[src/rtl/motor_encoder_tracker_core_macros.svh]
// ----------------------------------------------------------------------------
// Motor encoder tracker assertion macros
// Shorthand for the concurrent checks used inside the tracker RTL.
// ----------------------------------------------------------------------------
`ifndef MOTOR_ENCODER_TRACKER_CORE_MACROS_SVH
`define MOTOR_ENCODER_TRACKER_CORE_MACROS_SVH

// The condition must hold in the same cycle as the trigger.
`define MET_ASSERT_SAME(lbl, ante, cons, msg) \
    lbl: assert property (@(posedge i_clk) disable iff (!i_rst_n) \
        (ante) |-> (cons)) else $error(msg);

// The condition must hold in the cycle after the trigger.
`define MET_ASSERT_NEXT(lbl, ante, cons, msg) \
    lbl: assert property (@(posedge i_clk) disable iff (!i_rst_n) \
        (ante) |=> (cons)) else $error(msg);

`endif

[src/rtl/met_pkg.sv]
// ----------------------------------------------------------------------------
// Motor encoder tracker package
// Field widths, fixed constants and shared types of the tracker.
// ----------------------------------------------------------------------------
package met_pkg;

    localparam int RAW_W      = 13;
    localparam int RATE_W     = 14;
    localparam int ANGLE_W    = 20;
    localparam int TURNS_W    = 32;
    localparam int POS_W      = 45;
    localparam int BIAS_CNT_W = 8;
    localparam int CFG_W      = 13;
    localparam int CFG_IDX_W  = 1;

    // One full turn of the encoder, in counts.
    localparam logic signed [RATE_W:0]    TURN_SPAN   = 15'sd8192;
    // 360 degrees * 1024 / 8192 counts.
    localparam logic signed [ANGLE_W-1:0] ANGLE_SCALE = 20'sd45;

    localparam logic [BIAS_CNT_W-1:0] BIAS_SAMPLES_RST   = 8'd50;
    localparam logic [RAW_W-1:0]      WRAP_THRESHOLD_RST = 13'd7000;

    typedef enum logic [CFG_IDX_W-1:0] {
        REG_BIAS_SAMPLES   = 1'b0,
        REG_WRAP_THRESHOLD = 1'b1
    } t_cfg_reg;

    typedef struct packed {
        logic                      calibrating;
        logic signed [POS_W-1:0]   position;
        logic signed [RATE_W-1:0]  raw_rate;
        logic signed [ANGLE_W-1:0] angle;
        logic signed [TURNS_W-1:0] turns;
    } t_track_res;

endpackage

[src/rtl/met_div.sv]
// ----------------------------------------------------------------------------
// Moving-average divider
// Divides the signed rate sum by the ring depth, truncating toward zero,
// by a multiplication with a rounded-up reciprocal.
// ----------------------------------------------------------------------------
module met_div #(
    parameter int  RING_DEPTH = 8,
    localparam int SUM_W      = met_pkg::RATE_W + $clog2(RING_DEPTH)
) (
    input  logic signed [SUM_W-1:0]          i_sum,
    output logic signed [met_pkg::RATE_W-1:0] o_quot
);

    localparam int MAG_W    = SUM_W - 1;
    localparam int LOG_D    = $clog2(RING_DEPTH);
    localparam int SH       = MAG_W + LOG_D;
    localparam int RECIP    = ((1 << SH) + RING_DEPTH - 1) / RING_DEPTH;
    localparam int RECIP_W  = MAG_W + 2;
    localparam int PROD_W   = MAG_W + RECIP_W;

    logic                          neg;
    logic signed [SUM_W-1:0]       abs_sum;
    logic [MAG_W-1:0]              mag;
    logic [PROD_W-1:0]             prod;
    logic [met_pkg::RATE_W-1:0]    q_mag;

    // With m below 2^MAG_W the rounded-up reciprocal gives the exact floor.
    always_comb begin
        neg     = i_sum[SUM_W-1];
        abs_sum = neg ? -i_sum : i_sum;
        mag     = abs_sum[MAG_W-1:0];
        prod    = PROD_W'(mag) * PROD_W'(RECIP);
        q_mag   = met_pkg::RATE_W'(prod >> SH);
        o_quot  = neg ? -signed'(q_mag) : signed'(q_mag);
    end

endmodule

[src/rtl/motor_encoder_tracker_core.sv]
// ----------------------------------------------------------------------------
// Motor encoder tracker core
// Multi-turn position, wrap-corrected rate, moving-average rate and angle
// from bias for a 13-bit absolute rotary encoder.
// ----------------------------------------------------------------------------
//
//  Channel     Direction  Ports                       Content
//  s_axis      in         tvalid/tready/tdata[15:0]   raw_position
//  m_axis      out        tvalid/tready/tdata[127:0]  position, rates, angle,
//                         tuser[0]                    turns; calibrating flag
//  cfg         in         i_cfg_we/index/wdata        bias_samples, threshold
//
//  One item per cycle unless the output stalls; an item taken passes through the
//  input, divide and output registers. The rate limit is the loop through the
//  running sum and the turn counter, updated as each item leaves the input
//  register. Reset is synchronous and clears the valid and tracking state, the
//  rate ring included. A stalled output holds the pipeline; each stage frees as
//  its successor frees, so tready drops only when all three stages are full.
//
`include "motor_encoder_tracker_core_macros.svh"

module motor_encoder_tracker_core #(
    parameter int RING_DEPTH = 8
) (
    input  logic                            i_clk,
    input  logic                            i_rst_n,
    // tdata: raw_position[12:0], zero pad[15:13]
    input  logic                            s_axis_tvalid,
    output logic                            s_axis_tready,
    input  logic [15:0]                     s_axis_tdata,
    // tdata: position[44:0], raw_rate[58:45], filtered_rate[72:59],
    //        angle[92:73], turns[124:93], zero pad[127:125]
    output logic                            m_axis_tvalid,
    input  logic                            m_axis_tready,
    output logic [127:0]                    m_axis_tdata,
    // tuser: calibrating[0]
    output logic [0:0]                      m_axis_tuser,
    input  logic                            i_cfg_we,
    input  logic [met_pkg::CFG_IDX_W-1:0]   i_cfg_index,
    input  logic [met_pkg::CFG_W-1:0]       i_cfg_wdata
);

    localparam int SUM_W = met_pkg::RATE_W + $clog2(RING_DEPTH);

    // Configuration
    logic [met_pkg::BIAS_CNT_W-1:0]        r_bias_samples;
    logic [met_pkg::RAW_W-1:0]             r_wrap_thr;

    // Input stage
    logic                                  r_a_vld;
    logic [met_pkg::RAW_W-1:0]             r_a_raw;

    // Tracking state
    logic [met_pkg::BIAS_CNT_W-1:0]        r_items_seen;
    logic [met_pkg::RAW_W-1:0]             r_prev;
    logic [met_pkg::RAW_W-1:0]             r_bias;
    logic signed [met_pkg::TURNS_W-1:0]    r_turns;
    logic signed [met_pkg::RATE_W-1:0]     r_ring [RING_DEPTH];
    logic signed [SUM_W-1:0]               r_sum;
    logic signed [met_pkg::RATE_W-1:0]     r_last_rate;
    logic signed [met_pkg::ANGLE_W-1:0]    r_last_angle;

    // Divide stage and output stage
    logic                                  r_b_vld;
    met_pkg::t_track_res                   r_b_res;
    logic signed [SUM_W-1:0]               r_b_sum;
    logic                                  r_o_vld;
    met_pkg::t_track_res                   r_o_res;
    logic signed [met_pkg::RATE_W-1:0]     r_o_filt;

    logic                                  adv_o;
    logic                                  adv_b;
    logic                                  a_go;
    logic                                  calib;
    logic signed [met_pkg::RATE_W:0]       diff;
    logic signed [met_pkg::RATE_W:0]       thr;
    logic                                  wrap_up;
    logic                                  wrap_dn;
    logic signed [met_pkg::RATE_W:0]       rate_w;
    logic signed [met_pkg::RATE_W-1:0]     rate;
    logic signed [met_pkg::TURNS_W-1:0]    n_turns;
    logic signed [SUM_W-1:0]               n_sum;
    logic signed [met_pkg::RATE_W-1:0]     bias_diff;
    logic signed [met_pkg::ANGLE_W-1:0]    n_angle;
    met_pkg::t_track_res                   n_b_res;
    logic signed [SUM_W-1:0]               n_b_sum;
    logic signed [met_pkg::RATE_W-1:0]     n_o_filt;

    // Handshake: each stage advances when the one after it is free.
    assign adv_o         = !r_o_vld || m_axis_tready;
    assign adv_b         = !r_b_vld || adv_o;
    assign a_go          = r_a_vld && adv_b;
    assign s_axis_tready = !r_a_vld || adv_b;

    always_comb begin
        calib     = r_items_seen < r_bias_samples;
        diff      = signed'({2'b00, r_a_raw}) - signed'({2'b00, r_prev});
        thr       = signed'({2'b00, r_wrap_thr});
        wrap_up   = diff < -thr;
        wrap_dn   = diff > thr;
        if (wrap_up) begin
            rate_w  = diff + met_pkg::TURN_SPAN;
            n_turns = r_turns + 32'sd1;
        end else if (wrap_dn) begin
            rate_w  = diff - met_pkg::TURN_SPAN;
            n_turns = r_turns - 32'sd1;
        end else begin
            rate_w  = diff;
            n_turns = r_turns;
        end
        rate      = rate_w[met_pkg::RATE_W-1:0];
        // The oldest sample drops out of the window as the new one enters.
        n_sum     = r_sum - SUM_W'(r_ring[RING_DEPTH-1]) + SUM_W'(rate);
        bias_diff = signed'({1'b0, r_a_raw}) - signed'({1'b0, r_bias});
        n_angle   = met_pkg::ANGLE_W'(bias_diff) * met_pkg::ANGLE_SCALE;

        n_b_res.calibrating = calib;
        if (calib) begin
            n_b_res.position = signed'({{(met_pkg::POS_W - met_pkg::RAW_W){1'b0}}, r_a_raw});
            n_b_res.raw_rate = r_last_rate;
            n_b_res.angle    = r_last_angle;
            n_b_res.turns    = r_turns;
            n_b_sum          = r_sum;
        end else begin
            n_b_res.position = signed'({n_turns, r_a_raw});
            n_b_res.raw_rate = rate;
            n_b_res.angle    = n_angle;
            n_b_res.turns    = n_turns;
            n_b_sum          = n_sum;
        end
    end

    met_div #(
        .RING_DEPTH (RING_DEPTH)
    ) u_div (
        .i_sum  (r_b_sum),
        .o_quot (n_o_filt)
    );

    always_ff @(posedge i_clk) begin
        if (!i_rst_n) begin
            r_bias_samples <= met_pkg::BIAS_SAMPLES_RST;
            r_wrap_thr     <= met_pkg::WRAP_THRESHOLD_RST;
            r_a_vld        <= 1'b0;
            r_b_vld        <= 1'b0;
            r_o_vld        <= 1'b0;
            r_items_seen   <= '0;
            r_prev         <= '0;
            r_bias         <= '0;
            r_turns        <= '0;
            r_sum          <= '0;
            r_last_rate    <= '0;
            r_last_angle   <= '0;
            for (int k = 0; k < RING_DEPTH; k++) begin
                r_ring[k] <= '0;
            end
        end else begin
            if (i_cfg_we) begin
                unique case (met_pkg::t_cfg_reg'(i_cfg_index))
                    met_pkg::REG_BIAS_SAMPLES: begin
                        r_bias_samples <= i_cfg_wdata[met_pkg::BIAS_CNT_W-1:0];
                    end
                    met_pkg::REG_WRAP_THRESHOLD: begin
                        r_wrap_thr <= i_cfg_wdata[met_pkg::RAW_W-1:0];
                    end
                endcase
            end

            if (s_axis_tready) begin
                r_a_vld <= s_axis_tvalid;
            end
            if (adv_b) begin
                r_b_vld <= r_a_vld;
            end
            if (adv_o) begin
                r_o_vld <= r_b_vld;
            end

            if (a_go) begin
                r_prev <= r_a_raw;
                if (calib) begin
                    r_bias       <= r_a_raw;
                    r_items_seen <= r_items_seen + 8'd1;
                end else begin
                    r_turns      <= n_turns;
                    r_sum        <= n_sum;
                    r_last_rate  <= rate;
                    r_last_angle <= n_angle;
                    r_ring[0]    <= rate;
                    for (int k = 1; k < RING_DEPTH; k++) begin
                        r_ring[k] <= r_ring[k-1];
                    end
                end
            end
        end
    end

    // Payload registers carry no reset.
    always_ff @(posedge i_clk) begin
        if (s_axis_tready) begin
            r_a_raw <= s_axis_tdata[met_pkg::RAW_W-1:0];
        end
        if (a_go) begin
            r_b_res <= n_b_res;
            r_b_sum <= n_b_sum;
        end
        if (r_b_vld && adv_o) begin
            r_o_res  <= r_b_res;
            r_o_filt <= n_o_filt;
        end
    end

    assign m_axis_tvalid = r_o_vld;
    assign m_axis_tuser  = r_o_res.calibrating;
    assign m_axis_tdata  = {3'b000, r_o_res.turns, r_o_res.angle, r_o_filt,
                            r_o_res.raw_rate, r_o_res.position};

    `MET_ASSERT_NEXT(a_calib_count, a_go && calib,
        r_items_seen == $past(r_items_seen) + 8'd1,
        "calibration item did not advance the calibration count")
    `MET_ASSERT_NEXT(a_turns_hold, a_go && !calib && !wrap_up && !wrap_dn,
        r_turns == $past(r_turns),
        "turn count changed without a wraparound")
    `MET_ASSERT_SAME(a_calib_pos, m_axis_tvalid && m_axis_tuser[0],
        m_axis_tdata[44:13] == 32'd0,
        "calibration result carries turns in its position")
    `MET_ASSERT_NEXT(a_mid_hold, r_b_vld && r_o_vld && !m_axis_tready,
        r_b_vld,
        "divide stage dropped an item while the output was stalled")

endmodule
[config.mk]
export PLATFORM = sky130hd
export DESIGN_NAME = motor_encoder_tracker_core
export DESIGN_NICKNAME = d
export VERILOG_FILES = /design/src/rtl/met_pkg.sv /design/src/rtl/met_div.sv /design/src/rtl/motor_encoder_tracker_core.sv
export VERILOG_INCLUDE_DIRS = /design/src /design/src/rtl
export SDC_FILE = /design/constraint.sdc
export NUM_CORES = 1
export LEC_CHECK = 0
export ABC_AREA = 1
export BUFFER_PORTS_ARGS = -buffer_cell sky130_fd_sc_hd__buf_2
export CAP_MARGIN = 20
export CORE_MARGIN = 1
export CORE_UTILIZATION = 55
export CTS_BUF_LIST = sky130_fd_sc_hd__clkbuf_16
export CTS_CLUSTER_DIAMETER = 50
export CTS_CLUSTER_SIZE = 25
export DETAILED_ROUTE_END_ITERATION = 8
export PLACE_DENSITY = 0.73
export SYNTH_ARGS = -nofsm -noshare
export SYNTH_HDL_FRONTEND = slang
export SYNTH_SLANG_ARGS = --single-unit
[constraint.sdc]
create_clock -name i_clk -period 10.3 [get_ports i_clk]
set_clock_uncertainty 0.2 [all_clocks]
set_input_delay 1.545 -clock i_clk [delete_from_list [all_inputs] [get_ports i_clk]]
set_output_delay 1.545 -clock i_clk [all_outputs]
set_load 0.005 [all_outputs]
# [After elaboration in Yosys (flattened, before gate mapping)]
# Memories as Yosys holds them, arrays and structs flattened.
# Index checks and enable logic that the tools add are counted.
[totals] regBits=409 ram_bits=112 inputBits=35 n_memories=1
[mem_list] memory="r_ring" words=8 word_bits=14 rd=8 rd_ports_with_merged_regs=0 write_ports=8 line="motor_encoder_tracker_core.sv:58" rtl="logic signed [met_pkg::RATE_W-1:0] r_ring [RING_DEPTH];"
[op_classes] addsub=12 mul=1 order_cmp=3 n_mux=21 bitwise=10 reduce_logical=12
[op_table] op="2-to-1 mux 14 bit" count=10
[op_table] op="2-to-1 mux 66 bit" count=1
[op_table] op="2-to-1 mux 32 bit" count=2
[op_table] op="adder 32 x 2 -> 32 bit (second input constant)" count=1
[op_table] op="subtractor 32 x 2 -> 32 bit (second input constant)" count=1
[op_table] op="subtractor 13 x 13 -> 14 bit" count=2
[op_table] op="multiplier 14 x 7 -> 20 bit (second input constant)" count=1
[op_table] op="adder 17 x 14 -> 17 bit" count=1
[op_table] op="2-to-1 mux 17 bit" count=1
[op_table] op="subtractor 17 x 14 -> 17 bit" count=1
[op_table] op="2-to-1 mux 16 bit" count=1
[op_table] op="negator 16 bit" count=1
[op_table] op="< comparator 14 x 15 -> 1 bit" count=1
[op_table] op="negator 13 -> 15 bit" count=1
[op_table] op="adder 14 bit (second input constant)" count=1
[op_table] op="> comparator 14 bit" count=1
[op_table] op="negator 13 -> 14 bit" count=1
[op_table] op="subtractor 14 bit (second input constant)" count=1
[op_table] op="2-to-1 mux 13 bit" count=1
[op_table] op="adder 8 x 1 -> 8 bit (second input constant)" count=1
[op_table] op="< comparator 8 bit" count=1
[op_table] op="OR 1 bit" count=8
[op_table] op="AND reduction 2 bit" count=4
[op_table] op="2-to-1 mux 1 bit" count=5
[op_table] op="4 further kinds" count=10

# [Depth between registers and ports, before layout]
# Gate-level depths: netlist of the first run.
[logic_depth] ltp_word=8 mapped_depth=38 ltp_nobuf=37

# [Cells and area by module]
# A second synthesis of the first run with hierarchy kept.
[hier_totals] cells_unflattened=2820 hier_area_um2=26570.5
[modules_own_cells] module="motor_encoder_tracker_core" n_inst=1 cells_per_inst=2657 area_per_inst_um2=25734.7 seq_area_each_um2=14233.7
[modules_own_cells] module="met_div" n_inst=1 cells_per_inst=163 area_per_inst_um2=835.8 seq_area_each_um2=0.0

# [Least setup slack after synthesis of the first run]
# OpenSTA, ideal clock, no wires.
[synth_path] kind="in2reg" startpoint="in m_axis_tready" endpoint="mem r_ring[0][0] in the netlist's numbering, enable pin" setup_ns=0.520 arrival_time_ns=8.201 required_ns=9.580 path_slack_ns=1.379 stages=9 cell_sequence="inv_1 nand2_1 nor2_1 inv_1 nand2_1 inv_1 nand2_1 nand2_1 buf_1"
[synth_lines] item="start, declared" line="motor_encoder_tracker_core.sv:34" rtl="input logic m_axis_tready,"
[synth_lines] item="end, declared" line="motor_encoder_tracker_core.sv:58"

# [Final worst setup path of the first run]
[layout_path] startpoint="reg r_a_raw[0] in the netlist's numbering" endpoint="reg r_b_sum[14], data pin"
[layout_between] elab_chain_len=6 elab_cells_between_ends=9 classes_between="4 x add/sub; 2 x order compare; 3 x mux"
[layout_rtl] item="start, declared" line="motor_encoder_tracker_core.sv:51" rtl="logic [met_pkg::RAW_W-1:0] r_a_raw;"
[layout_rtl] item="start signal, assigned" line="motor_encoder_tracker_core.sv:201" rtl="r_a_raw <= s_axis_tdata[met_pkg::RAW_W-1:0];"
[layout_rtl] item="subtractor 13 x 13 -> 14 bit *" line="motor_encoder_tracker_core.sv:97" rtl="diff = signed'({2'b00, r_a_raw}) - signed'({2'b00, r_prev});"
[layout_rtl] item="net diff, one bit" line="motor_encoder_tracker_core.sv:75" rtl="logic signed [met_pkg::RATE_W:0] diff;"
[layout_rtl] item="subtractor 14 bit or > comparator 14 bit (tied branches)" line="motor_encoder_tracker_core.sv:105, motor_encoder_tracker_core.sv:100"
[layout_rtl] item="2-to-1 mux 14 bit" line="motor_encoder_tracker_core.sv:104" rtl="end else if (wrap_dn) begin"
[layout_rtl] item="2-to-1 mux 14 bit *" line="motor_encoder_tracker_core.sv:101" rtl="if (wrap_up) begin"
[layout_rtl] item="adder 17 x 14 -> 17 bit *" line="motor_encoder_tracker_core.sv:113" rtl="n_sum = r_sum - SUM_W'(r_ring[RING_DEPTH-1]) + SUM_W'(rate);"
[layout_rtl] item="2-to-1 mux 17 bit *" line="motor_encoder_tracker_core.sv:118" rtl="if (calib) begin"
[layout_rtl] item="net n_b_sum[14]" line="motor_encoder_tracker_core.sv:86" rtl="logic signed [SUM_W-1:0] n_b_sum;"
[layout_rtl] item="end signal, assigned" line="motor_encoder_tracker_core.sv:205" rtl="r_b_sum <= n_b_sum;"
[layout_rtl] item="end, declared" line="motor_encoder_tracker_core.sv:66" rtl="logic signed [SUM_W-1:0] r_b_sum;"
# Mark *: on every way through the listed nets, which the timed path passes. The rest lies on a longest branch.
# A chain may end at the register's enable or synchronous reset.

==> results of run 1 <==
## placed cells by master (no fill, tap or decap), types with 42 or more instances in the layout
cell,Yosys,routed
edfxtp_1,380,380
xor2_1,97,97
ha_1,128,128
fa_1,42,42
nor2_1,211,211
nand3_1,96,95
a21oi_1,109,108
buf_2,43,159
clkbuf_16,0,43
dfxtp_1,141,141
nand2_1,718,716
inv_1,431,430
o21ai_0,171,171
## sequential cells by signal, summed over array words and instances, names as in the netlist
register,count
m_axis_tvalid,1
m_axis_tdata,111
r_sum,17
r_a_vld,1
r_wrap_thr,13
r_last_angle,20
r_turns,32
r_b_sum,17
r_last_rate,14
r_a_raw,13
r_bias,13
r_prev,13
r_items_seen,8
r_b_vld,1
r_ring,112
r_bias_samples,8
r_b_res,112
m_axis_tuser,1
r_o_filt,14
## cells by family (layout without fill, tap and decap cells)
kind of cell	after synthesis	count (layout)	synth area share
and+or+nand+nor	1097	1097	0.1673
adders and majority gates	170	170	0.09260
buffers and inverters	540	688	0.08121
other	1	3	0.0001422
AOI/OAI and AO/OA	363	363	0.07495
xor gates and xnor gates	133	133	0.04416
DFF	521	521	0.5397
## power by group through the flow
stage	combinational, mW	clock, mW	sequential (mW)
floorplan	1.79	0	2.38
global placement	2.28	0	2.38
detailed placement	2.33	0	2.38
CTS	2.35	1.73	2.34
global route	2.69	1.81	2.34
finish	2.35	1.69	2.34
## final cells by class
cell class	count	area, sq um
inverters	438	1654
flip-flops and latches	521	14230
fillers	3868	17850
well taps	607	759.5
clock inverters	33	402.9
repair buffers	174	928.4
multi-input cells	1766	10050
clock buffers	43	1076
## layer usage
layer / routed length (um) / part of all wire / GRT usage
met5: 0 / 0 / 0
met4: 1461 / 0.026 / 0.07196
met3: 3413 / 0.060 / 0.03532
met2: 25700 / 0.45 / 0.3813
met1: 26630 / 0.47 / 0.3353
## worst max path at each step
stage | startpoint | end | slack (ns)
3_3_place_gp | r_a_raw[0] | r_b_sum[14] | 3.21
2_1_floorplan | m_axis_tready | r_ring[0][0] | 1.38
4_1_cts | r_a_raw[0] | r_b_sum[14] | 3.05
6_report | r_a_raw[0] | r_b_sum[14] | 3.54
5_1_grt | r_a_raw[0] | r_b_sum[14] | 3.00
3_5_place_dp | r_a_raw[0] | r_b_sum[14] | 3.08
## critical path, delay by kind of cell, from the launching register on
kind                     cells  cell delay [ns]
buffers and inverters        5             0.92
adder cells (fa/ha/maj)      5             1.95
AND/OR/NAND/NOR             12             1.18
flip-flops                   1             0.42
AO/OA/AOI/OAI                6             1.16
XOR/XNOR                     1             0.68
## per-stage QoR
step	hold slack (ns)	worst slack (ns)	power, mW	util	cells
after global placement	0.2027	3.214	4.663	0.5877	3505
after floorplan	0.2003	1.379	4.171	-	2827
final	0.2212	3.537	6.381	0.6198	3582
after global routing	0.2186	3.003	6.844	0.6198	3582
after detailed placement	0.2045	3.080	4.717	0.5877	3505
after CTS	0.2211	3.049	6.422	0.6192	3581
==> results.tsv, run 1 <==
stage	metric	value	unit
timing	Peak Freq	147.9	MHz
worst_setup_path	reg2reg start	r_a_raw[0]	
clock_tree	later-pin clock latency in the skew report	0.59	ns
timing	count of final setup violators	0	
clock_tree	clock slew at reported path FFs	0.09	ns
die	full die area	48830	sq um
yosys	Synth Register Bits	521	
min_path	Hold Crit Start	r_b_res[53]	
yosys	sequential area share after synthesis	0.5397	
pwr	Switching Fraction	0.3767	
clock_tree	CTS Hold Bufs	0	
routing	Avg Vias per Cell	5.214	
timing	Slew @ Worst Pin	1.025	ns
pwr	Psw	2.404	mW
timing	Fin. Hold Viols	0	
pwr	Power Density	219.3	nW/um^2
clock_tree	setup bufs post-CTS	0	
yosys	ys flop type	edfxtp_1	
pwr	P_int	3.977	mW
pwr	Peak VDD IR	0.0002110	V
place	IO Port Bufs	159	
min_path	Hold Path Stages	0	
yosys	synthesized cell area	26380	sq um
worst_setup_path	Setup Crit Path Kind	reg -> reg	
die	DIE WIDTH	221.0	um
routing	wire per inst	15.97	um
routing	vias	18680	
yosys	Syn. warnings	0	
global_route	GRT Util Overall	0.2377	
finish	fraction of layout cells with a size suffix above 1	0.09176	
yosys	count leader, synth	nand2_1	
min_path	Hold EP	m_axis_tdata[46]	
clock_tree	CTS root buf	clkbuf_16	
routing	Iter 0 DRT Violations	1278	
worst_setup_path	Worst R2R Path Depth	29	
clock_tree	Inserted Clock Buffers	41	
place	post-DP HPWL	41200	um
min_path	worst hold path class	reg -> reg	
routing	drc violations	0	
clock_tree	htree depth	2	
routing	TritonRoute pass-1 iters	5	
pwr	Clk pwr share	0.266	
die	Die Ht	221.0	um
run_status	status	complete, no violations	
timing	unrepaired setup endpoints after global routing	no	
global_route	largest net degree at the start of global routing	88	
finish	Antenna Cells	0	
finish	Final nets	3147	
timing	fin crit period	6.763	ns
flow_run	max_cap viols	0	
die	core area	46950	sq um
worst_setup_path	critical path endpoint category	register	
yosys	Post-synth EDFFs	380	
worst_setup_path	slowest CP cell	xor2_1	
worst_setup_path	most used cell, CP	nand2_1	
yosys	post-synth cell types	50	
yosys	syn_area_per_cell	9.336	sq um
global_route	first-pass GRT wire length	92940	um
worst_setup_path	Reg2Reg Capture Point	r_b_sum[14]	
timing	Slew Limit Fails	0	
global_route	total grt overflow	0	
routing	Post-Route WL	57200	um
global_route	vias in the first global route	18200	
worst_setup_path	Critical Path AT	6.89	ns
pwr	Comb pwr share	0.368	
place	GP Congestion	0.9111	
pwr	Leakage	13.01	nW
yosys	post-synthesis cell type with the largest combined area	edfxtp_1	
worst_setup_path	CP startpoint kind	register	
pwr	Sequential Power Share	0.366	
clock_tree	TritonCTS clock tree	done	
yosys	top cells by count, synth	718 x nand2_1, 431 x inv_1, 380 x edfxtp_1, 211 x nor2_1, 171 x o21ai_0	
global_route	antenna violations before repair	1	
die	starting density of the core	0.5618	
place	Area after DPL	27590	sq um
worst_setup_path	R2R setup slack	3.54	ns
routing	Post-DRT Antenna Nets	0	
worst_setup_path	CP peak stage delay	0.68	ns
timing	TNS Setup	0	ns
yosys	ys async rst share	0	
finish	Syn-to-layout area delta	10.33	%
worst_setup_path	crit path max fanout	40	
die	Core Rows	79	
clock_tree	cts repair resizes	0	
clock_tree	Sink Count	521	
die	io pins	166	
yosys	Cells after Synth	2825	
yosys	Synth top area share	0.4326	
clock_tree	Longest Clk Path Bufs	3	
timing	normalized max-slew margin	0.3169	
worst_setup_path	CP required	10.42	ns
finish	post-route cell area	29100	sq um
timing	fin crit share	0.6566	
yosys	top cells by area, synth	edfxtp_1 43%, dfxtp_1 11%, nand2_1 10%, inv_1 6.1%, ha_1 6.1%	
Note: power is estimated with default switching activity, not from simulation.
==> inputs of run 2 (changes only) <==
--- a/config.mk
+++ b/config.mk
@@ -6,7 +6,7 @@
 export SDC_FILE = /design/constraint.sdc
 export NUM_CORES = 1
 export LEC_CHECK = 0
-export ABC_AREA = 1
+export ABC_AREA = 0
 export BUFFER_PORTS_ARGS = -buffer_cell sky130_fd_sc_hd__buf_2
 export CAP_MARGIN = 20
 export CORE_MARGIN = 1
==> constraint.sdc (replaced) <==
create_clock -name i_clk -period 7.02 [get_ports i_clk]
set_clock_uncertainty 0.2 [all_clocks]
set_input_delay 1.053 -clock i_clk [delete_from_list [all_inputs] [get_ports i_clk]]
set_output_delay 1.053 -clock i_clk [all_outputs]
set_load 0.005 [all_outputs]
==> run 2 against run 1 <==
Net effect: combinational power grew 15%; die area shrank 3.6%; setup slack lost 3.3 ns; count of clock-buffer cells in the layout grew 4; register-to-register slack lost 3.3 ns; global-route usage shrank 0.64 points; sequential share of layout area grew 0.93 points; non-clock buffer count grew 22.
==> results.tsv, run 2 <==
stage	metric	value	unit	change
routing	drc violations	0		unchanged
finish	Multi-input gate area	10170	sq um	+1.2%
timing	fin crit share	0.9592		+0.3026
min_path	Hold Path Stages	0		unchanged
timing	setup ws final	0.2864	ns	-3.251 ns
timing	fin crit period	6.734	ns	-0.02931 ns
timing	normalized max-slew margin	0.2920		-0.02485
flow_run	max_cap viols	0		unchanged
timing	Slew @ Worst Pin	1.062	ns	+0.03727 ns
timing	Peak Freq	148.5	MHz	+0.44%
worst_setup_path	CP peak stage delay	0.50	ns	-0.18 ns
die	starting density of the core	0.5588		-0.002994
place	GP Congestion	0.8704		-4.5%
worst_setup_path	Worst R2R Path Depth	27		-6.9%
global_route	largest net degree at the start of global routing	102		+16%
yosys	syn_area_per_cell	11.02	sq um	+18%
routing	wire per inst	17.72	um	+11%
yosys	ys flop type	edfxtp_1		
timing	Slew Limit Fails	0		unchanged
finish	most frequent cells in the layout	380 x edfxtp_1, 295 x nand2_1, 172 x inv_1		
yosys	post-synthesis cell type with the largest combined area	edfxtp_1		
pwr	Peak VDD IR	0.0004018	V	+90%
finish	fraction of layout cells with a size suffix above 1	0.1273		+0.03556
routing	Avg Vias per Cell	5.652		+8.4%
place	pre-CTS WS	-0.01080	ns	-3.091 ns
finish	fill cell count	3688		-4.7%
min_path	worst hold path class	reg -> reg		
yosys	synthesized cell area	25410	sq um	-3.7%
pwr	Psw	3.007	mW	+25%
clock_tree	clock slew at reported path FFs	0.08	ns	about the same
yosys	sequential area share after synthesis	0.5601		+0.02046
place	post-DP HPWL	36910	um	-10%
worst_setup_path	Setup Crit Path Kind	reg -> reg		
finish	post-route cell area	28560	sq um	-1.9%
worst_setup_path	reg2reg start	r_a_raw[0]		
finish	Syn-to-layout area delta	12.37	%	
clock_tree	Inserted Clock Buffers	45		+9.8%
yosys	top cells by area, synth	edfxtp_1 45%, dfxtp_1 11%, ha_1 6.3%, nand2_1 4.4%, fa_1 3.3%		
worst_setup_path	critical path endpoint category	register		
worst_setup_path	Critical Path AT	6.97	ns	+0.08 ns
routing	Iter 0 DRT Violations	1151		-9.9%
yosys	top cells by count, synth	380 x edfxtp_1, 295 x nand2_1, 173 x inv_1, 150 x nor2_1, 148 x a21oi_1		
yosys	Syn. warnings	0		unchanged
routing	Post-Route WL	54470	um	-4.8%
finish	Antenna Cells	0		unchanged
timing	unrepaired setup endpoints after global routing	no		
finish	register area	14230	sq um	unchanged
die	DIE WIDTH	217.0	um	-1.8%
worst_setup_path	R2R setup slack	0.29	ns	-3.25 ns
die	full die area	47070	sq um	-3.6%
pwr	Power Density	308.9	nW/um^2	+41%
worst_setup_path	CP startpoint kind	register		
global_route	antenna violations before repair	0		-1
worst_setup_path	CP required	7.25	ns	-3.17 ns
pwr	Switching Fraction	0.3409		-0.03587
timing	count of final setup violators	0		unchanged
clock_tree	htree depth	2		unchanged
yosys	Synth Register Bits	521		unchanged
worst_setup_path	slowest CP cell	fa_1		
yosys	Synth top area share	0.4490		+0.01640
pwr	Clk pwr share	0.306		+0.040
place	IO Port Bufs	159		unchanged
finish	Final nets	2642		-16%
global_route	total grt overflow	0		unchanged
clock_tree	CTS Hold Bufs	0		unchanged
pwr	Sequential Power Share	0.388		+0.022
die	Core Rows	78		-1.3%
clock_tree	Sink Count	521		unchanged
clock_tree	TritonCTS clock tree	done		
global_route	GRT Util Overall	0.2313		-0.006408
pwr	P_int	5.814	mW	+46%
routing	vias	17370		-7.0%
finish	most common cell after layout, fill and taps aside	edfxtp_1		
global_route	first-pass GRT wire length	85920	um	-7.6%
clock_tree	Longest Clk Path Bufs	3		unchanged
timing	Fin. Hold Viols	0		unchanged
worst_setup_path	crit path max fanout	5		-88%
yosys	Cells after Synth	2305		-18%
worst_setup_path	Reg2Reg Capture Point	r_b_sum[16]		
routing	Post-DRT Antenna Nets	0		unchanged
run_status	status	complete, no violations		
clock_tree	later-pin clock latency in the skew report	0.60	ns	about the same
min_path	Hold EP	m_axis_tdata[7]		
yosys	Post-synth EDFFs	380		unchanged
global_route	vias in the first global route	16690		-8.3%
min_path	Hold Crit Start	r_b_res[73]		
yosys	post-synth cell types	75		+50%
pwr	Leakage	11.39	nW	-12%
pwr	Comb pwr share	0.306		-0.062
yosys	ys async rst share	0		unchanged
die	core area	45480	sq um	-3.1%
die	io pins	166		unchanged
worst_setup_path	Buf+Inv Stages, Crit Path	3		-2
routing	TritonRoute pass-1 iters	5		unchanged
yosys	count leader, synth	edfxtp_1		
clock_tree	CTS root buf	clkbuf_16		
place	Area after DPL	26810	sq um	-2.8%
die	Die Ht	217.0	um	-1.8%
worst_setup_path	CP delay by family, top	compound AO/OA/AOI/OAI gates		
run 2: changes by cell type after synthesis, sizes merged, moves of 54 or more:
cell,previous run,this run
nand3,97,37
clkbuf,41,95
nand2,721,295
inv,433,174
o21ai,192,66
xnor2,36,93
and3,0,87
nor2,212,150
run 2: layout make-up:
type	instances	share of cell area
multi-input cells	1499	0.3560
clock inverters	37	0.01665
inverters	174	0.02313
repair buffers	196	0.03829
well taps	600	0.02629
flip-flops and latches	521	0.4984
clock buffers	47	0.04119
run 2: per-stage QoR:
step	power (mW)	instances	utilization	hold slack (ns)	TNS, ns
after floorplan	5.487	2307	-	0.2003	0
after global placement	6.056	2988	0.5896	0.2034	0
after detailed placement	6.152	2988	0.5896	0.2045	-0.01080
after CTS	8.864	3072	0.6261	0.2181	0
after global routing	9.290	3074	0.6279	0.2185	0
final	8.821	3074	0.6279	0.2138	0
run 2: kinds of logic after synthesis:
kind of cell | share of synthesized area
buf+inv | 0.04338
compound gates | 0.09946
xor+xnor | 0.05066
other cells | 0.0001476
simple gates | 0.1468
mux | 0.003299
flops | 0.5601
fa+ha+maj | 0.09611
run 2: worst max-delay path by stage:
stage / to / start / cells past startpoint
after floorplan: r_b_sum[16] / r_a_raw[0] / 27
after global placement: r_b_sum[16] / r_a_raw[0] / 27
after detailed placement: r_b_sum[16] / r_a_raw[0] / 27
after CTS: r_b_sum[16] / r_a_raw[0] / 27
after global routing: r_last_angle[18] / r_a_raw[1] / 26
final: r_b_sum[16] / r_a_raw[0] / 27
run 2: repair_timing:
action | CTS | global route
resized for setup | 1 | 8
pin swaps | 0 | 1
endpoints found under the setup margin | 2 | 7
buffers inserted | 0 | 1
run 2: layer usage:
layer / global-route usage / vias to the layer above / share of wire
met5: 0 / - / 0
met4: 0.09038 / 0 / 0.031
met3: 0.02907 / 114 / 0.047
met2: 0.3993 / 472 / 0.49
met1: 0.2969 / 8382 / 0.43
li1: - / 8406 / -
run 2: power groups by stage:
stage	logic [mW]	registers, mW	clock network (mW)
global route	3.00	3.43	2.85
detailed placement	2.66	3.49	0
finish	2.70	3.42	2.70
floorplan	2.00	3.49	0
CTS	2.69	3.42	2.75
global placement	2.57	3.49	0
==> inputs of run 3 (changes only) <==
--- a/config.mk
+++ b/config.mk
@@ -11,11 +11,12 @@
 export CAP_MARGIN = 20
 export CORE_MARGIN = 1
 export CORE_UTILIZATION = 55
-export CTS_BUF_LIST = sky130_fd_sc_hd__clkbuf_16
+export CTS_BUF_LIST = sky130_fd_sc_hd__clkbuf_8 sky130_fd_sc_hd__clkbuf_16
 export CTS_CLUSTER_DIAMETER = 50
 export CTS_CLUSTER_SIZE = 25
 export DETAILED_ROUTE_END_ITERATION = 8
 export PLACE_DENSITY = 0.73
 export SYNTH_ARGS = -nofsm -noshare
 export SYNTH_HDL_FRONTEND = slang
+export SYNTH_HIERARCHICAL = 1
 export SYNTH_SLANG_ARGS = --single-unit
==> run 3 against run 2 <==
Net effect: non-clock buffer count down 10; critical path depth grew 1; clock power grew 2%; total power increased by 0.16%; register-to-register slack improved by 0.04 ns; maximum frequency grew 0.60%; routed wire length is 2.0% lower; core utilization shrank 0.18 points; highest routed layer unchanged; cell count shrank 0.52%; die area hardly changed; count of clock-buffer cells in the layout up 1; worst hold slack worse by 0.0074 ns.
==> results.tsv, run 3 <==
stage	metric	value	unit	change
yosys	Synth top area share	0.4490		about the same
routing	drc violations	0		unchanged
timing	fin crit period	6.693	ns	-0.04012 ns
timing	Slew @ Worst Pin	1.044	ns	-0.01842 ns
finish	fraction of layout cells with a size suffix above 1	0.1273		about the same
routing	TritonRoute pass-1 iters	5		unchanged
die	Core Rows	78		unchanged
worst_setup_path	reg2reg start	r_a_raw[0]		
flow_run	max_cap viols	0		unchanged
yosys	count leader, synth	edfxtp_1		
place	post-DP HPWL	36460	um	-1.2%
global_route	first-pass GRT wire length	84280	um	-1.9%
place	pre-CTS WS	0.2837	ns	+0.2945 ns
clock_tree	later-pin clock latency in the skew report	0.60	ns	about the same
pwr	Peak VDD IR	0.0004400	V	+9.5%
timing	setup ws final	0.3265	ns	+0.04012 ns
yosys	post-synthesis cell type with the largest combined area	edfxtp_1		
timing	normalized max-slew margin	0.3017		+0.009710
finish	Final nets	2627		-0.57%
worst_setup_path	Reg2Reg Capture Point	r_b_sum[16]		
worst_setup_path	R2R setup slack	0.33	ns	+0.04 ns
yosys	ys flop type	edfxtp_1		
timing	unrepaired setup endpoints after global routing	no		
die	io pins	166		unchanged
yosys	post-synth cell types	85		+13%
run_status	status	complete, no violations		
clock_tree	Longest Clk Path Bufs	3		unchanged
die	starting density of the core	0.5588		about the same
place	GP Congestion	0.8981		+3.2%
worst_setup_path	end of the critical path	r_b_sum[16]		
pwr	Switching Fraction	0.3309		-0.009988
global_route	vias in the first global route	16250		-2.6%
yosys	Post-synth EDFFs	380		unchanged
yosys	Synth Register Bits	521		unchanged
pwr	Leakage	11.50	nW	+0.90%
worst_setup_path	Worst R2R Path Depth	28		+3.7%
pwr	Psw	2.923	mW	-2.8%
clock_tree	htree depth	2		unchanged
timing	count of final setup violators	0		unchanged
routing	wire per inst	17.46	um	-1.5%
pwr	Clk pwr share	0.311		+0.005
yosys	Syn. warnings	6		+6
global_route	antenna violations before repair	0		unchanged
global_route	largest net degree at the start of global routing	100		-2.0%
die	Die Ht	217.0	um	about the same
timing	Slew Limit Fails	0		unchanged
timing	Fin. Hold Viols	0		unchanged
yosys	syn_area_per_cell	11.06	sq um	+0.36%
pwr	Power Density	310.3	nW/um^2	+0.45%
worst_setup_path	CP startpoint kind	register		
yosys	ys async rst share	0		unchanged
clock_tree	Inserted Clock Buffers	45		unchanged
die	full die area	47070	sq um	about the same
place	IO Port Bufs	159		unchanged
yosys	top cells by count, synth	380 x edfxtp_1, 273 x nand2_1, 173 x inv_1, 168 x nor2_1, 142 x a21oi_1		
yosys	top cells by area, synth	edfxtp_1 45%, dfxtp_1 11%, ha_1 6.4%, nand2_1 4.0%, fa_1 3.3%		
pwr	Sequential Power Share	0.387		about the same
yosys	Cells after Synth	2297		-0.35%
worst_setup_path	CP startpoint	r_a_raw[0]		
clock_tree	setup bufs post-CTS	0		unchanged
finish	fill cell count	3571		-3.2%
finish	Antenna Cells	0		unchanged
timing	fin crit share	0.9535		-0.005715
yosys	sequential area share after synthesis	0.5601		about the same
timing	Peak Freq	149.4	MHz	+0.60%
pwr	Comb pwr share	0.302		-0.004
die	DIE WIDTH	217.0	um	about the same
clock_tree	CTS root buf	clkbuf_16		
min_path	worst hold path class	reg -> reg		
finish	post-route cell area	28470	sq um	-0.28%
pwr	P_int	5.912	mW	+1.7%
routing	Avg Vias per Cell	5.569		-1.5%
routing	Iter 0 DRT Violations	1174		+2.0%
yosys	synthesized cell area	25410	sq um	about the same
finish	most common cell after layout, fill and taps aside	edfxtp_1		
finish	Syn-to-layout area delta	12.04	%	
clock_tree	TritonCTS clock tree	done		
timing	TNS Setup	0	ns	unchanged
routing	Post-Route WL	53400	um	-2.0%
worst_setup_path	critical path endpoint category	register		
worst_setup_path	slowest CP cell	fa_1		
die	core area	45480	sq um	unchanged
worst_setup_path	CP required	7.14	ns	-0.11 ns
worst_setup_path	most used cell, CP	a21o_1		
global_route	total grt overflow	0		unchanged
place	Area after DPL	26790	sq um	-0.10%
clock_tree	Sink Count	521		unchanged
worst_setup_path	CP peak stage delay	0.53	ns	+0.03 ns
global_route	GRT Util Overall	0.2263		-0.005008
worst_setup_path	Critical Path AT	6.81	ns	-0.16 ns
routing	Post-DRT Antenna Nets	0		unchanged
finish	most frequent cells in the layout	380 x edfxtp_1, 273 x nand2_1, 170 x inv_1		
routing	vias	17030		-2.0%
worst_setup_path	Setup Crit Path Kind	reg -> reg		
clock_tree	clock slew at reported path FFs	0.09	ns	about the same
worst_setup_path	crit path max fanout	5		unchanged
run 3: cell types whose count changed after synthesis, sizes merged, moves of 8 or more:
cell    change
a21o        +9
nand2      -22
nand3      -10
nor2       +19
o211ai      -8
o21ai      +28
xnor2      -15
xor2       +13
run 3: power by group through the flow:
stage / Sequential, mW / Combinational, mW / Clock [mW]
global placement: 3.49 / 2.57 / 0
detailed placement: 3.49 / 2.64 / 0
finish: 3.42 / 2.66 / 2.75
CTS: 3.42 / 2.68 / 2.81
floorplan: 3.49 / 2.06 / 0
global route: 3.43 / 3.02 / 2.91
run 3: how the worst min path moves through the flow:
stage | cells after the start | to | from | slack, ns
2_1_floorplan | 0 | m_axis_tdata[0] | r_b_res[66] | 0.20
3_3_place_gp | 0 | m_axis_tdata[11] | r_b_res[77] | 0.20
3_5_place_dp | 0 | m_axis_tdata[106] | r_b_res[13] | 0.20
4_1_cts | 0 | m_axis_tdata[87] | r_b_res[46] | 0.21
5_1_grt | 0 | m_axis_tdata[42] | r_b_res[108] | 0.21
6_report | 0 | m_axis_tdata[123] | r_b_res[30] | 0.21
run 3: logic make-up (layout without fill, tap and decap cells):
logic type / Yosys count / in the layout / share of synthesized area
compound gates: 410 / 410 / 0.1025
flops: 521 / 521 / 0.5601
other cells: 1 / 3 / 0.0001476
simple gates: 755 / 755 / 0.1434
fa+ha+maj: 171 / 171 / 0.09659
buf+inv: 284 / 443 / 0.04323
xor+xnor: 145 / 145 / 0.04997
mux: 10 / 10 / 0.004135
run 3: final cells by class:
class | instances | area, sq um | share of cell area
clock buffer | 48 | 1190 | 0.04179
clock inverter | 36 | 478.0 | 0.01679
inverter | 173 | 659.4 | 0.02316
multi-input combinational | 1494 | 10110 | 0.3550
sequential | 521 | 14230 | 0.4999
tap | 600 | 750.7 | 0.02636
timing repair buffer | 186 | 1056 | 0.03709
run 3: timing repair:
item	in CTS	in global routing
hold buffers	0	0
endpoints found under the setup margin	0	1
gates resized for setup	0	1
run 3: metal layers:
metal / track usage / vias up / wire (um)
met3: 0.02781 / 81 / 2452
li1: - / 8302 / -
met5: 0 / - / 0
met1: 0.2877 / 8263 / 22480
met2: 0.3982 / 384 / 27110
met4: 0.07840 / 0 / 1353
run 3: worst max-delay path, delay by kind of cell (launching register included):
kind            cells  cell delay [ns]
mux                 1             0.10
buf+inv             3             0.19
compound gates     16             2.97
xor+xnor            2             0.46
fa+ha+maj           5             1.74
flops               1             0.43
simple gates        1             0.33
run 3: stage by stage:
stage | hold slack (ns) | util | power, mW | std cells
CTS | 0.2061 | 0.6257 | 8.906 | 3057
global placement | 0.2026 | 0.5884 | 6.060 | 2972
floorplan | 0.2003 | - | 5.542 | 2299
global route | 0.2116 | 0.6261 | 9.364 | 3058
detailed placement | 0.2045 | 0.5890 | 6.137 | 2973
finish | 0.2064 | 0.6261 | 8.835 | 3058
